===== src/rtl/assert_macros.svh =====
// ----------------------------------------------------------------------------
// assert_macros.svh
// Shared concurrent assertion macros for the rtl folder
// ----------------------------------------------------------------------------
`ifndef ASSERT_MACROS_SVH
`define ASSERT_MACROS_SVH

// property checked on every clk edge, ignored while rst_n is low
`define ASSERT_CLK(label, prop, msg) \
  label: assert property (@(posedge clk) disable iff (!rst_n) prop) \
    else $error(msg);

// property checked on every clk edge, reset included
`define ASSERT_ALWAYS(label, prop, msg) \
  label: assert property (@(posedge clk) prop) else $error(msg);

`endif


===== src/rtl/lfps_pkg.sv =====
// ----------------------------------------------------------------------------
// lfps_pkg
// Types, widths and constants of the line follower steering controller
// ----------------------------------------------------------------------------
package lfps_pkg;

  // sizing
  localparam int ADC_BITS      = 12;
  localparam int INTEGRAL_BITS = 24;
  localparam int FRAC_BITS     = 32;
  localparam int HISTORY_DEPTH = 3;
  localparam int NSENS         = 5;
  localparam int SPD_W         = 7;
  localparam int ACT_W         = 3;
  localparam int IDX_W         = 3;
  localparam int CFG_W         = (ADC_BITS > SPD_W) ? ADC_BITS : SPD_W;

  // pid datapath widths
  localparam int PID_CENTRE = 1500;
  localparam int G_W        = ((ADC_BITS > 11) ? ADC_BITS : 11) + 1;
  localparam int DIFF_W     = ADC_BITS + 1;
  localparam int ERR_W      = DIFF_W - 3;
  localparam int D_W        = ERR_W + 1;
  localparam int MA_W       = (G_W > FRAC_BITS - 6) ? G_W : FRAC_BITS - 6;
  localparam int MB_W       = (G_W + D_W > INTEGRAL_BITS) ? G_W + D_W : INTEGRAL_BITS;
  localparam int PROD_W     = MA_W + MB_W;
  localparam int ACC_W      = (PROD_W + 2 > SPD_W + FRAC_BITS + 2) ?
                              PROD_W + 2 : SPD_W + FRAC_BITS + 2;
  localparam int SPDQ_W     = ACC_W - FRAC_BITS;

  // gains, rounded to nearest with FRAC_BITS fraction bits
  localparam logic [63:0] KP_Q = ((64'd85 << FRAC_BITS) + 64'd500000) / 64'd1000000;
  localparam logic [63:0] KD_Q = ((64'd75 << FRAC_BITS) + 64'd5000) / 64'd10000;
  localparam logic [63:0] KI_Q = ((64'd15 << FRAC_BITS) + 64'd500000) / 64'd1000000;

  // fixed pivot speeds
  localparam logic [SPD_W-1:0] PIVOT_FWD = SPD_W'(25);
  localparam logic [SPD_W-1:0] PIVOT_REV = SPD_W'(15);

  // register map
  localparam logic [IDX_W-1:0] REG_THRESHOLD_LAST = IDX_W'(NSENS - 1);
  localparam logic [IDX_W-1:0] REG_BASE_SPEED     = IDX_W'(5);
  localparam logic [IDX_W-1:0] REG_SPEED_LIMIT    = IDX_W'(6);

  // register reset values
  localparam logic [ADC_BITS-1:0] THR_RESET [NSENS] = '{
    ADC_BITS'(2500), ADC_BITS'(2500), ADC_BITS'(3000), ADC_BITS'(2500), ADC_BITS'(2500)
  };
  localparam logic [SPD_W-1:0] BASE_SPEED_RESET  = SPD_W'(35);
  localparam logic [SPD_W-1:0] SPEED_LIMIT_RESET = SPD_W'(65);

  typedef enum logic [ACT_W-1:0] {
    ACT_HOLD    = 3'd0,
    ACT_STOP    = 3'd1,
    ACT_PIVOT_L = 3'd2,
    ACT_PIVOT_R = 3'd3,
    ACT_PID     = 3'd4,
    ACT_NONE    = 3'd5
  } action_t;

  typedef enum logic [3:0] {
    ST_IDLE,
    ST_CLASS,
    ST_MUL_GE,
    ST_MUL_KP,
    ST_MUL_GD,
    ST_MUL_KD,
    ST_MUL_KI,
    ST_SUM,
    ST_SPEED,
    ST_FINISH
  } state_t;

endpackage


===== src/rtl/line_follow_pid_steering.sv =====
// ----------------------------------------------------------------------------
// line_follow_pid_steering
// Line follower steering controller: threshold classifier plus PID drive
// ----------------------------------------------------------------------------
// Usage:
//   in_*   : one request carries five sensor samples, taken on in_valid and
//            in_ready both high. in_ready is high only while the sequencer
//            is idle.
//   out_*  : one motor command per request, held in an output register until
//            out_ready is seen with out_valid.
//   cfg_*  : register writes (thresholds, base speed, speed limit), always
//            taken; only to be written while the block is idle.
// Hold, stop, pivot and no command go from the classify step straight to the
//   final step; a PID drive first runs five multiplies through the single
//   shared multiplier, then the sum and speed steps.
// A new request is taken only once the previous one has left the sequencer;
//   it is taken while the previous command still waits in the output register.
// A stalled receiver holds the command; the sequencer then waits in its
//   final step until the output register is free.
// Reset (rst_n low, synchronous): registers return to their defaults and the
//   PID state and all-high history are cleared.
// ----------------------------------------------------------------------------
`include "assert_macros.svh"

module line_follow_pid_steering
  import lfps_pkg::*;
(
  input  logic                clk,
  input  logic                rst_n,
  // sensor requests
  input  logic                in_valid,
  output logic                in_ready,
  input  logic [ADC_BITS-1:0] in_sensor_0,
  input  logic [ADC_BITS-1:0] in_sensor_1,
  input  logic [ADC_BITS-1:0] in_sensor_2,
  input  logic [ADC_BITS-1:0] in_sensor_3,
  input  logic [ADC_BITS-1:0] in_sensor_4,
  // motor commands
  output logic                out_valid,
  input  logic                out_ready,
  output logic [ACT_W-1:0]    out_action,
  output logic                out_left_reverse,
  output logic [SPD_W-1:0]    out_left_speed,
  output logic                out_right_reverse,
  output logic [SPD_W-1:0]    out_right_speed,
  // register writes
  input  logic                cfg_valid,
  output logic                cfg_ready,
  input  logic [IDX_W-1:0]    cfg_index,
  input  logic [CFG_W-1:0]    cfg_data
);

  // clamp a fixed point speed to 0..limit
  function automatic logic [SPD_W-1:0] clamp_speed(input logic signed [ACC_W-1:0] q,
                                                   input logic [SPD_W-1:0] limit);
    logic [SPDQ_W-1:0] whole;
    whole = q[ACC_W-1:FRAC_BITS];
    if (q <= 0)
      return '0;
    else if (whole > SPDQ_W'(limit))
      return limit;
    else
      return whole[SPD_W-1:0];
  endfunction

  // registers
  state_t                       state_r, state_nxt;
  logic [ADC_BITS-1:0]          thr_r [NSENS];
  logic [SPD_W-1:0]             base_r;
  logic [SPD_W-1:0]             limit_r;
  logic [ADC_BITS-1:0]          sens_r [NSENS];
  logic [ADC_BITS-1:0]          sens_nxt [NSENS];
  logic signed [ERR_W-1:0]      prev_err_r, prev_err_nxt;
  logic signed [INTEGRAL_BITS-1:0] integ_r, integ_nxt;
  logic [HISTORY_DEPTH-1:0]     hist_r, hist_nxt;
  logic signed [G_W-1:0]        g_r, g_nxt;
  logic signed [ERR_W-1:0]      err_r, err_nxt;
  logic signed [D_W-1:0]        d_r, d_nxt;
  logic signed [PROD_W-1:0]     prod_r, prod_nxt;
  logic signed [ACC_W-1:0]      acc_r, acc_nxt;
  action_t                      act_r, act_nxt;
  logic                         lrev_r, lrev_nxt, rrev_r, rrev_nxt;
  logic [SPD_W-1:0]             lspd_r, lspd_nxt, rspd_r, rspd_nxt;
  logic                         out_valid_r, out_valid_nxt;
  action_t                      out_act_r, out_act_nxt;
  logic                         out_lrev_r, out_lrev_nxt, out_rrev_r, out_rrev_nxt;
  logic [SPD_W-1:0]             out_lspd_r, out_lspd_nxt, out_rspd_r, out_rspd_nxt;

  // classifier and pid front end
  logic [NSENS-1:0]             above, below;
  logic                         all_high;
  logic [HISTORY_DEPTH:0]       hist_shift;
  logic signed [DIFF_W-1:0]     diff, diff_adj;
  logic signed [ERR_W-1:0]      err_c;
  logic signed [INTEGRAL_BITS:0] integ_sum;
  logic signed [MA_W-1:0]       mul_a;
  logic signed [MB_W-1:0]       mul_b;
  logic signed [PROD_W-1:0]     mul_p;
  logic signed [ACC_W-1:0]      base_q;
  logic                         in_fire, out_free;

  assign in_ready  = (state_r == ST_IDLE);
  assign cfg_ready = 1'b1;
  assign in_fire   = in_valid && in_ready;
  assign out_free  = !out_valid_r || out_ready;

  // threshold compares
  always_comb begin
    for (int i = 0; i < NSENS; i++) begin
      above[i] = sens_r[i] > thr_r[i];
      below[i] = sens_r[i] < thr_r[i];
    end
  end
  assign all_high   = &above;
  assign hist_shift = {hist_r, all_high};

  // error, truncated toward zero, and saturated integral
  assign diff     = signed'(DIFF_W'(sens_r[1])) - signed'(DIFF_W'(sens_r[3]));
  assign diff_adj = diff + (diff[DIFF_W-1] ? DIFF_W'(7) : DIFF_W'(0));
  assign err_c    = diff_adj[DIFF_W-1:3];
  assign integ_sum = (INTEGRAL_BITS+1)'(integ_r) + (INTEGRAL_BITS+1)'(err_c);

  // shared multiplier operand select
  always_comb begin
    case (state_r)
      ST_MUL_GE: begin
        mul_a = MA_W'(g_r);
        mul_b = MB_W'(err_r);
      end
      ST_MUL_KP: begin
        mul_a = signed'(MA_W'(KP_Q));
        mul_b = prod_r[MB_W-1:0];
      end
      ST_MUL_GD: begin
        mul_a = MA_W'(g_r);
        mul_b = MB_W'(d_r);
      end
      ST_MUL_KD: begin
        mul_a = signed'(MA_W'(KD_Q));
        mul_b = prod_r[MB_W-1:0];
      end
      ST_MUL_KI: begin
        mul_a = signed'(MA_W'(KI_Q));
        mul_b = MB_W'(integ_r);
      end
      default: begin
        mul_a = '0;
        mul_b = '0;
      end
    endcase
  end
  assign mul_p  = mul_a * mul_b;
  assign base_q = signed'(ACC_W'(base_r) << FRAC_BITS);

  // sequencer: next state and datapath
  always_comb begin
    state_nxt     = state_r;
    sens_nxt      = sens_r;
    prev_err_nxt  = prev_err_r;
    integ_nxt     = integ_r;
    hist_nxt      = hist_r;
    g_nxt         = g_r;
    err_nxt       = err_r;
    d_nxt         = d_r;
    prod_nxt      = prod_r;
    acc_nxt       = acc_r;
    act_nxt       = act_r;
    lrev_nxt      = lrev_r;
    rrev_nxt      = rrev_r;
    lspd_nxt      = lspd_r;
    rspd_nxt      = rspd_r;
    out_valid_nxt = out_valid_r && !out_ready;
    out_act_nxt   = out_act_r;
    out_lrev_nxt  = out_lrev_r;
    out_rrev_nxt  = out_rrev_r;
    out_lspd_nxt  = out_lspd_r;
    out_rspd_nxt  = out_rspd_r;

    case (state_r)
      ST_IDLE: begin
        if (in_fire) begin
          sens_nxt[0] = in_sensor_0;
          sens_nxt[1] = in_sensor_1;
          sens_nxt[2] = in_sensor_2;
          sens_nxt[3] = in_sensor_3;
          sens_nxt[4] = in_sensor_4;
          state_nxt   = ST_CLASS;
        end
      end
      ST_CLASS: begin
        hist_nxt  = hist_shift[HISTORY_DEPTH-1:0];
        act_nxt   = ACT_NONE;
        lrev_nxt  = 1'b0;
        rrev_nxt  = 1'b0;
        lspd_nxt  = '0;
        rspd_nxt  = '0;
        state_nxt = ST_FINISH;
        if (all_high && (&hist_r)) begin
          act_nxt = ACT_HOLD;
        end else if (!(|above)) begin
          act_nxt = ACT_STOP;
        end else if (below[0] && above[NSENS-1]) begin
          act_nxt  = ACT_PIVOT_L;
          lrev_nxt = 1'b1;
          lspd_nxt = PIVOT_REV;
          rspd_nxt = PIVOT_FWD;
        end else if (above[0] && below[NSENS-1]) begin
          act_nxt  = ACT_PIVOT_R;
          rrev_nxt = 1'b1;
          rspd_nxt = PIVOT_REV;
          lspd_nxt = PIVOT_FWD;
        end else if (below[2]) begin
          act_nxt      = ACT_PID;
          g_nxt        = signed'(G_W'(PID_CENTRE)) - signed'(G_W'(sens_r[2]));
          err_nxt      = err_c;
          d_nxt        = D_W'(err_c) - D_W'(prev_err_r);
          prev_err_nxt = err_c;
          if (integ_sum[INTEGRAL_BITS] != integ_sum[INTEGRAL_BITS-1])
            integ_nxt = integ_sum[INTEGRAL_BITS] ?
                        {1'b1, {(INTEGRAL_BITS-1){1'b0}}} :
                        {1'b0, {(INTEGRAL_BITS-1){1'b1}}};
          else
            integ_nxt = integ_sum[INTEGRAL_BITS-1:0];
          state_nxt = ST_MUL_GE;
        end
      end
      ST_MUL_GE: begin
        prod_nxt  = mul_p;
        state_nxt = ST_MUL_KP;
      end
      ST_MUL_KP: begin
        prod_nxt  = mul_p;
        state_nxt = ST_MUL_GD;
      end
      ST_MUL_GD: begin
        acc_nxt   = ACC_W'(prod_r);
        prod_nxt  = mul_p;
        state_nxt = ST_MUL_KD;
      end
      ST_MUL_KD: begin
        prod_nxt  = mul_p;
        state_nxt = ST_MUL_KI;
      end
      ST_MUL_KI: begin
        acc_nxt   = acc_r + ACC_W'(prod_r);
        prod_nxt  = mul_p;
        state_nxt = ST_SUM;
      end
      ST_SUM: begin
        acc_nxt   = acc_r + ACC_W'(prod_r);
        state_nxt = ST_SPEED;
      end
      ST_SPEED: begin
        lspd_nxt  = clamp_speed(base_q - acc_r, limit_r);
        rspd_nxt  = clamp_speed(base_q + acc_r, limit_r);
        state_nxt = ST_FINISH;
      end
      ST_FINISH: begin
        if (out_free) begin
          out_valid_nxt = 1'b1;
          out_act_nxt   = act_r;
          out_lrev_nxt  = lrev_r;
          out_rrev_nxt  = rrev_r;
          out_lspd_nxt  = lspd_r;
          out_rspd_nxt  = rspd_r;
          state_nxt     = ST_IDLE;
        end
      end
      default: begin
        state_nxt = ST_IDLE;
      end
    endcase
  end

  // state register
  always_ff @(posedge clk) begin
    if (!rst_n) begin
      state_r <= ST_IDLE;
    end else begin
      state_r <= state_nxt;
    end
  end

  // control state, pid state and register file
  always_ff @(posedge clk) begin
    if (!rst_n) begin
      out_valid_r <= 1'b0;
      prev_err_r  <= '0;
      integ_r     <= '0;
      hist_r      <= '0;
      for (int i = 0; i < NSENS; i++) thr_r[i] <= THR_RESET[i];
      base_r      <= BASE_SPEED_RESET;
      limit_r     <= SPEED_LIMIT_RESET;
    end else begin
      out_valid_r <= out_valid_nxt;
      prev_err_r  <= prev_err_nxt;
      integ_r     <= integ_nxt;
      hist_r      <= hist_nxt;
      if (cfg_valid && cfg_ready) begin
        if (cfg_index <= REG_THRESHOLD_LAST)
          thr_r[cfg_index] <= cfg_data[ADC_BITS-1:0];
        else if (cfg_index == REG_BASE_SPEED)
          base_r <= cfg_data[SPD_W-1:0];
        else if (cfg_index == REG_SPEED_LIMIT)
          limit_r <= cfg_data[SPD_W-1:0];
      end
    end
  end

  // payload and working registers
  always_ff @(posedge clk) begin
    sens_r     <= sens_nxt;
    g_r        <= g_nxt;
    err_r      <= err_nxt;
    d_r        <= d_nxt;
    prod_r     <= prod_nxt;
    acc_r      <= acc_nxt;
    act_r      <= act_nxt;
    lrev_r     <= lrev_nxt;
    rrev_r     <= rrev_nxt;
    lspd_r     <= lspd_nxt;
    rspd_r     <= rspd_nxt;
    out_act_r  <= out_act_nxt;
    out_lrev_r <= out_lrev_nxt;
    out_rrev_r <= out_rrev_nxt;
    out_lspd_r <= out_lspd_nxt;
    out_rspd_r <= out_rspd_nxt;
  end

  assign out_valid         = out_valid_r;
  assign out_action        = out_act_r;
  assign out_left_reverse  = out_lrev_r;
  assign out_left_speed    = out_lspd_r;
  assign out_right_reverse = out_rrev_r;
  assign out_right_speed   = out_rspd_r;

  // checks
  `ASSERT_CLK(a_accept_to_class, in_valid && in_ready |=> state_r == ST_CLASS,
              "accepted request did not start classification")
  `ASSERT_CLK(a_pid_speed_clamped,
              out_valid && out_action == ACT_PID |->
                out_left_speed <= limit_r && out_right_speed <= limit_r,
              "pid speed above speed limit")
  `ASSERT_CLK(a_hold_quiet,
              out_valid && (out_action == ACT_HOLD || out_action == ACT_NONE) |->
                out_left_speed == '0 && out_right_speed == '0 &&
                !out_left_reverse && !out_right_reverse,
              "hold or no-command result carries motor drive")
  `ASSERT_CLK(a_pivot_dir,
              out_valid && out_action == ACT_PIVOT_L |->
                out_left_reverse && !out_right_reverse,
              "pivot left with wrong wheel directions")
  `ASSERT_ALWAYS(a_reset_idle, !rst_n |=> !out_valid && in_ready,
                 "block not idle after reset")

endmodule


===== config.mk =====
export PLATFORM = sky130hd
export DESIGN_NAME = line_follow_pid_steering
export DESIGN_NICKNAME = d
export VERILOG_FILES = /design/src/rtl/lfps_pkg.sv /design/src/rtl/line_follow_pid_steering.sv
export VERILOG_INCLUDE_DIRS = /design/src /design/src/rtl
export SDC_FILE = /design/constraint.sdc
export NUM_CORES = 2
export LEC_CHECK = 0
export CAP_MARGIN = 40
export CORE_AREA = 3 3 311 313
export DETAILED_ROUTE_END_ITERATION = 10
export DIE_AREA = 0 0 314 316
export DONT_BUFFER_PORTS = 1
export GPL_ROUTABILITY_DRIVEN = 0
export REMOVE_ABC_BUFFERS = 1
export SYNTH_ARGS = -nofsm -noshare
export SYNTH_HDL_FRONTEND = slang
export SYNTH_SLANG_ARGS = --single-unit

===== constraint.sdc =====
create_clock -name clk -period 17.9 [get_ports clk]
set_input_delay 3.58 -clock clk [delete_from_list [all_inputs] [get_ports clk]]
set_output_delay 3.58 -clock clk [all_outputs]
set_load 0.1 [all_outputs]

==> results.txt <==
Leaving out fill and tap cells, the most frequent cells in the layout are inv_1 (879), fa_1 (645), nand2_1 (454). The netlist area before placement is 0.0423 mm2. The first global-routing pass estimated between 150 and 200 mm of wire. The violation count after the first detailed-route iteration came out at 2,315. The source-to-sink clock delay at the later pin of the worst-skew pair came out at 0.57 ns. After technology mapping, the gate count stands at 4,344. In this run the power spent charging and discharging nets is 1790 uW. The count of input and output buffers came out at 0. The share of total power dissipated in sequential elements is 0.305. The residual DRC count is 0. Entering global routing, the biggest net connects 77 pins.

The number of clock sinks is between 300 and 400. The sequential area share after synthesis came out at 0.235. By instance count, the cell type seen most on the critical path is fa_1.

Clock skew on the completed layout was measured at 0.0148 ns. The routed wire length came out at 113 mm. Buffers inserted to repair hold after CTS numbered 0. Measured along the y axis, the die boundary spans 316 um. The via count is 30,216. At the pin with the least slew margin, the transition time is 0.907 ns. Internal power comes to 2360 uW. The peak supply drop came out at 76.6 uV.

The total clock buffers created by CTS came out at 38. The arrival time of data at the critical path endpoint is 10.16 ns. The placed instances occupy a cell area of 0.0443 mm2. In this run, synthesis inferred 294 flip-flops with an integrated enable. The worst relative slew slack came out at 0.391. For met3 alone, demand over resource in global routing was 0.0293. The leading register cell type out of synthesis is edfxtp_1.

STA classifies the critical path startpoint as a flop. The net switching fraction of the power is 0.431. The initial antenna violation count is 0. The max-capacitance violation count is 0. 0 antenna diodes ended up in the layout. The net count of the finished layout is 5,380. Setup repair after global routing left no endpoint under its margin. The detail route stage leaves a number of antenna-violating nets equal to 0. The final number of hold-violating endpoints is 0.

The root buffer cell is clkbuf_16. In this run, distinct cell masters in the synthesized netlist total 90. After synthesis, the share of flip-flops with an asynchronous set or reset is 0. The die covers 0.0992 mm2. The delay of the slowest cell on the worst path came out at ~0.91 ns. The maximum level of the CTS H-tree came out at 2. The horizontal die dimension is 314 um. The required time of the critical path is 18.18 ns. The total overflow left after global routing is 0. The tightest min-delay check is of the reg -> reg type. The number of setup violations in the final report came out at 0. The routed length per instance is 20.1 um.

The critical path contains buffers and inverters numbering 7 combined. TritonCTS built the clock tree. The share of post-route cells with drive strength above 1 is 0.0473.

The number of global-route vias before repair is 30,580. The number of warning messages in the yosys log is 0. The count of buffers added by post-CTS timing repair for setup is 0. The most common library cell in the layout ignoring fill and taps is inv_1. The worst path needs ~10 ns of the cycle, external delays included. For this run, the total global-route usage over all layers was measured as 0.231. The run finished with clean final reports. The maximum clock path buffer count is 3. The fmax is around 100 MHz.

From synthesis to final layout, the design area changed by 7.93%. The post-route cell area is 0.0456 mm2. The critical path is of the reg -> reg type.

The setup total negative slack came out at 0 ns. The filler cell count in the final layout came out at roughly 9,000. The slowest stage of the critical path is the fa_1 cell. Dividing the final minimum period by the clock period gives 0.552.

The leakage dissipation is 0.0213 uW. The clock transition at the register clock pins on the worst setup and hold paths after CTS came out at roughly 0.060 ns. STA classifies the critical path endpoint as a flop.

The area of combinational cells with multiple inputs is 0.0285 mm2. The count of boundary I/O pins is 102. The via-per-instance ratio came out at 5.38. The maximum net fanout on the critical path came out at between 40 and 50.

The clock power share came out at 0.200. After layout, the design draws a total of 4150 uW. The initial utilization of the core area, before any placement, comes to 0.447. The sum of net half-perimeters after detailed placement is between 90 and 100 mm. The core outline area is 0.0946 mm2. The mean instance size in the synthesized netlist is 9.73 um2. Before antenna repair, the detailed router went through 6 iterations. The portion of total power attributed to combinational logic came out at 0.496. Grouping stages by cell kind, the critical path spends the most delay in adder cells.

For met2 alone, demand over resource in global routing was 0.375. The sequential cells in the finished layout cover a total of 0.00995 mm2. The number of placement rows is 113.

For this design the ratio of total power to cell area is 90.9 mW/mm2. In this run, post-CTS repair resized a total of 0 instances. In the global route stage, met1 resource usage came out at 0.327. The count of final max-slew check failures came out at 0. The most used routing layer in global routing is met2. After synthesis the netlist holds a flip-flop and latch count of 350.
cells in the mapped netlist (58+ instances only):
cell type  number  area share
xor2_1         62       0.013
inv_1         880       0.078
and2_1         58      0.0086
a21oi_1       203       0.024
nand2_1       455       0.040
a21o_1        103       0.018
xnor2_1       113       0.023
nor2_1        281       0.025
clkbuf_1      120       0.011
ha_1          329       0.097
edfxtp_1      294        0.21
fa_1          645        0.31
o21ai_0       167       0.020
power by group through the flow:
stage          registers [uW]  clock network (uW)  logic (uW)
2_1_floorplan            1230                   0        1430
3_3_place_gp             1290                   0        1970
3_5_place_dp             1280                   0        2030
4_1_cts                  1260                 846        2050
5_1_grt                  1280                 878        2290
6_report                 1260                 828        2050
through the flow:
| step | instances | utilization | setup slack, ns | hold WS, ns |
|---|---|---|---|---|
| after detailed placement | 5550 | 0.468 | 8.09 | 0.405 |
| after CTS | 5620 | 0.482 | 8.07 | 0.419 |
| after global placement | 5525 | 0.463 | 8.11 | 0.401 |
| final | 5621 | 0.482 | 8.02 | 0.419 |
| after global routing | 5621 | 0.482 | 7.41 | 0.425 |
| after floorplan | 4205 | - | 6.87 | 0.400 |
flip-flops by register name, indices dropped and copies added, names as in the netlist, 10 cells and up:
register	count
err_r	10
thr_r	60
acc_r	52
prod_r	50
prev_err_r	10
g_r	13
integ_r	24
d_r	11
sens_r	60
cell type report:
type	instances	area share
clock inverter	25	0.00655
timing repair buffer	81	0.0208
inverter	880	0.0724
multi-input combinational	2975	0.626
tap	1265	0.0347
clock buffer	45	0.0219
sequential	350	0.218
final timing paths:
| check | cells after the start | slack, ns | startpoint | endpoint |
|---|---|---|---|---|
| min | 0 | 0.42 | lspd_r[2] | out_left_speed[2] |
| max reg2reg | 31 | 8.02 | state_r[3] | prod_r[49] |
| min reg2reg | 0 | 0.42 | lspd_r[2] | out_left_speed[2] |
| max | 31 | 8.02 | state_r[3] | prod_r[49] |
logic make-up (layout without fill, tap and decap cells):
kind of cell / count (synthesis) / after routing / synth area share
buffers and inverters: 1019 / 1031 / 0.0911
adder cells (fa/ha/maj): 977 / 977 / 0.404
multiplexers: 34 / 34 / 0.00841
XOR/XNOR: 175 / 175 / 0.0363
other: 1 / 1 / 0.0000887
AO/OA/AOI/OAI: 722 / 722 / 0.111
flip-flops: 350 / 350 / 0.235
AND/OR/NAND/NOR: 1066 / 1066 / 0.115
layer usage:
metal  wire (um)  vias up  part of all wire
li1            -    13961                 -
met1       49900    15037              0.44
met2       51700     1043              0.46
met3        7660      175             0.068
met4        3470        0             0.031
met5           0        -                 0
worst reg2reg max path: cells and delay by family, from the launching register on:
kind / cells / cell delay, ns
DFF: 1 / 0.63
buffers and inverters: 7 / 0.93
AOI/OAI and AO/OA: 10 / 2.27
xor gates and xnor gates: 1 / 0.09
and+or+nand+nor: 5 / 1.16
adders and majority gates: 8 / 4.51
No activity file was read; power rests on OpenSTA's default activity.
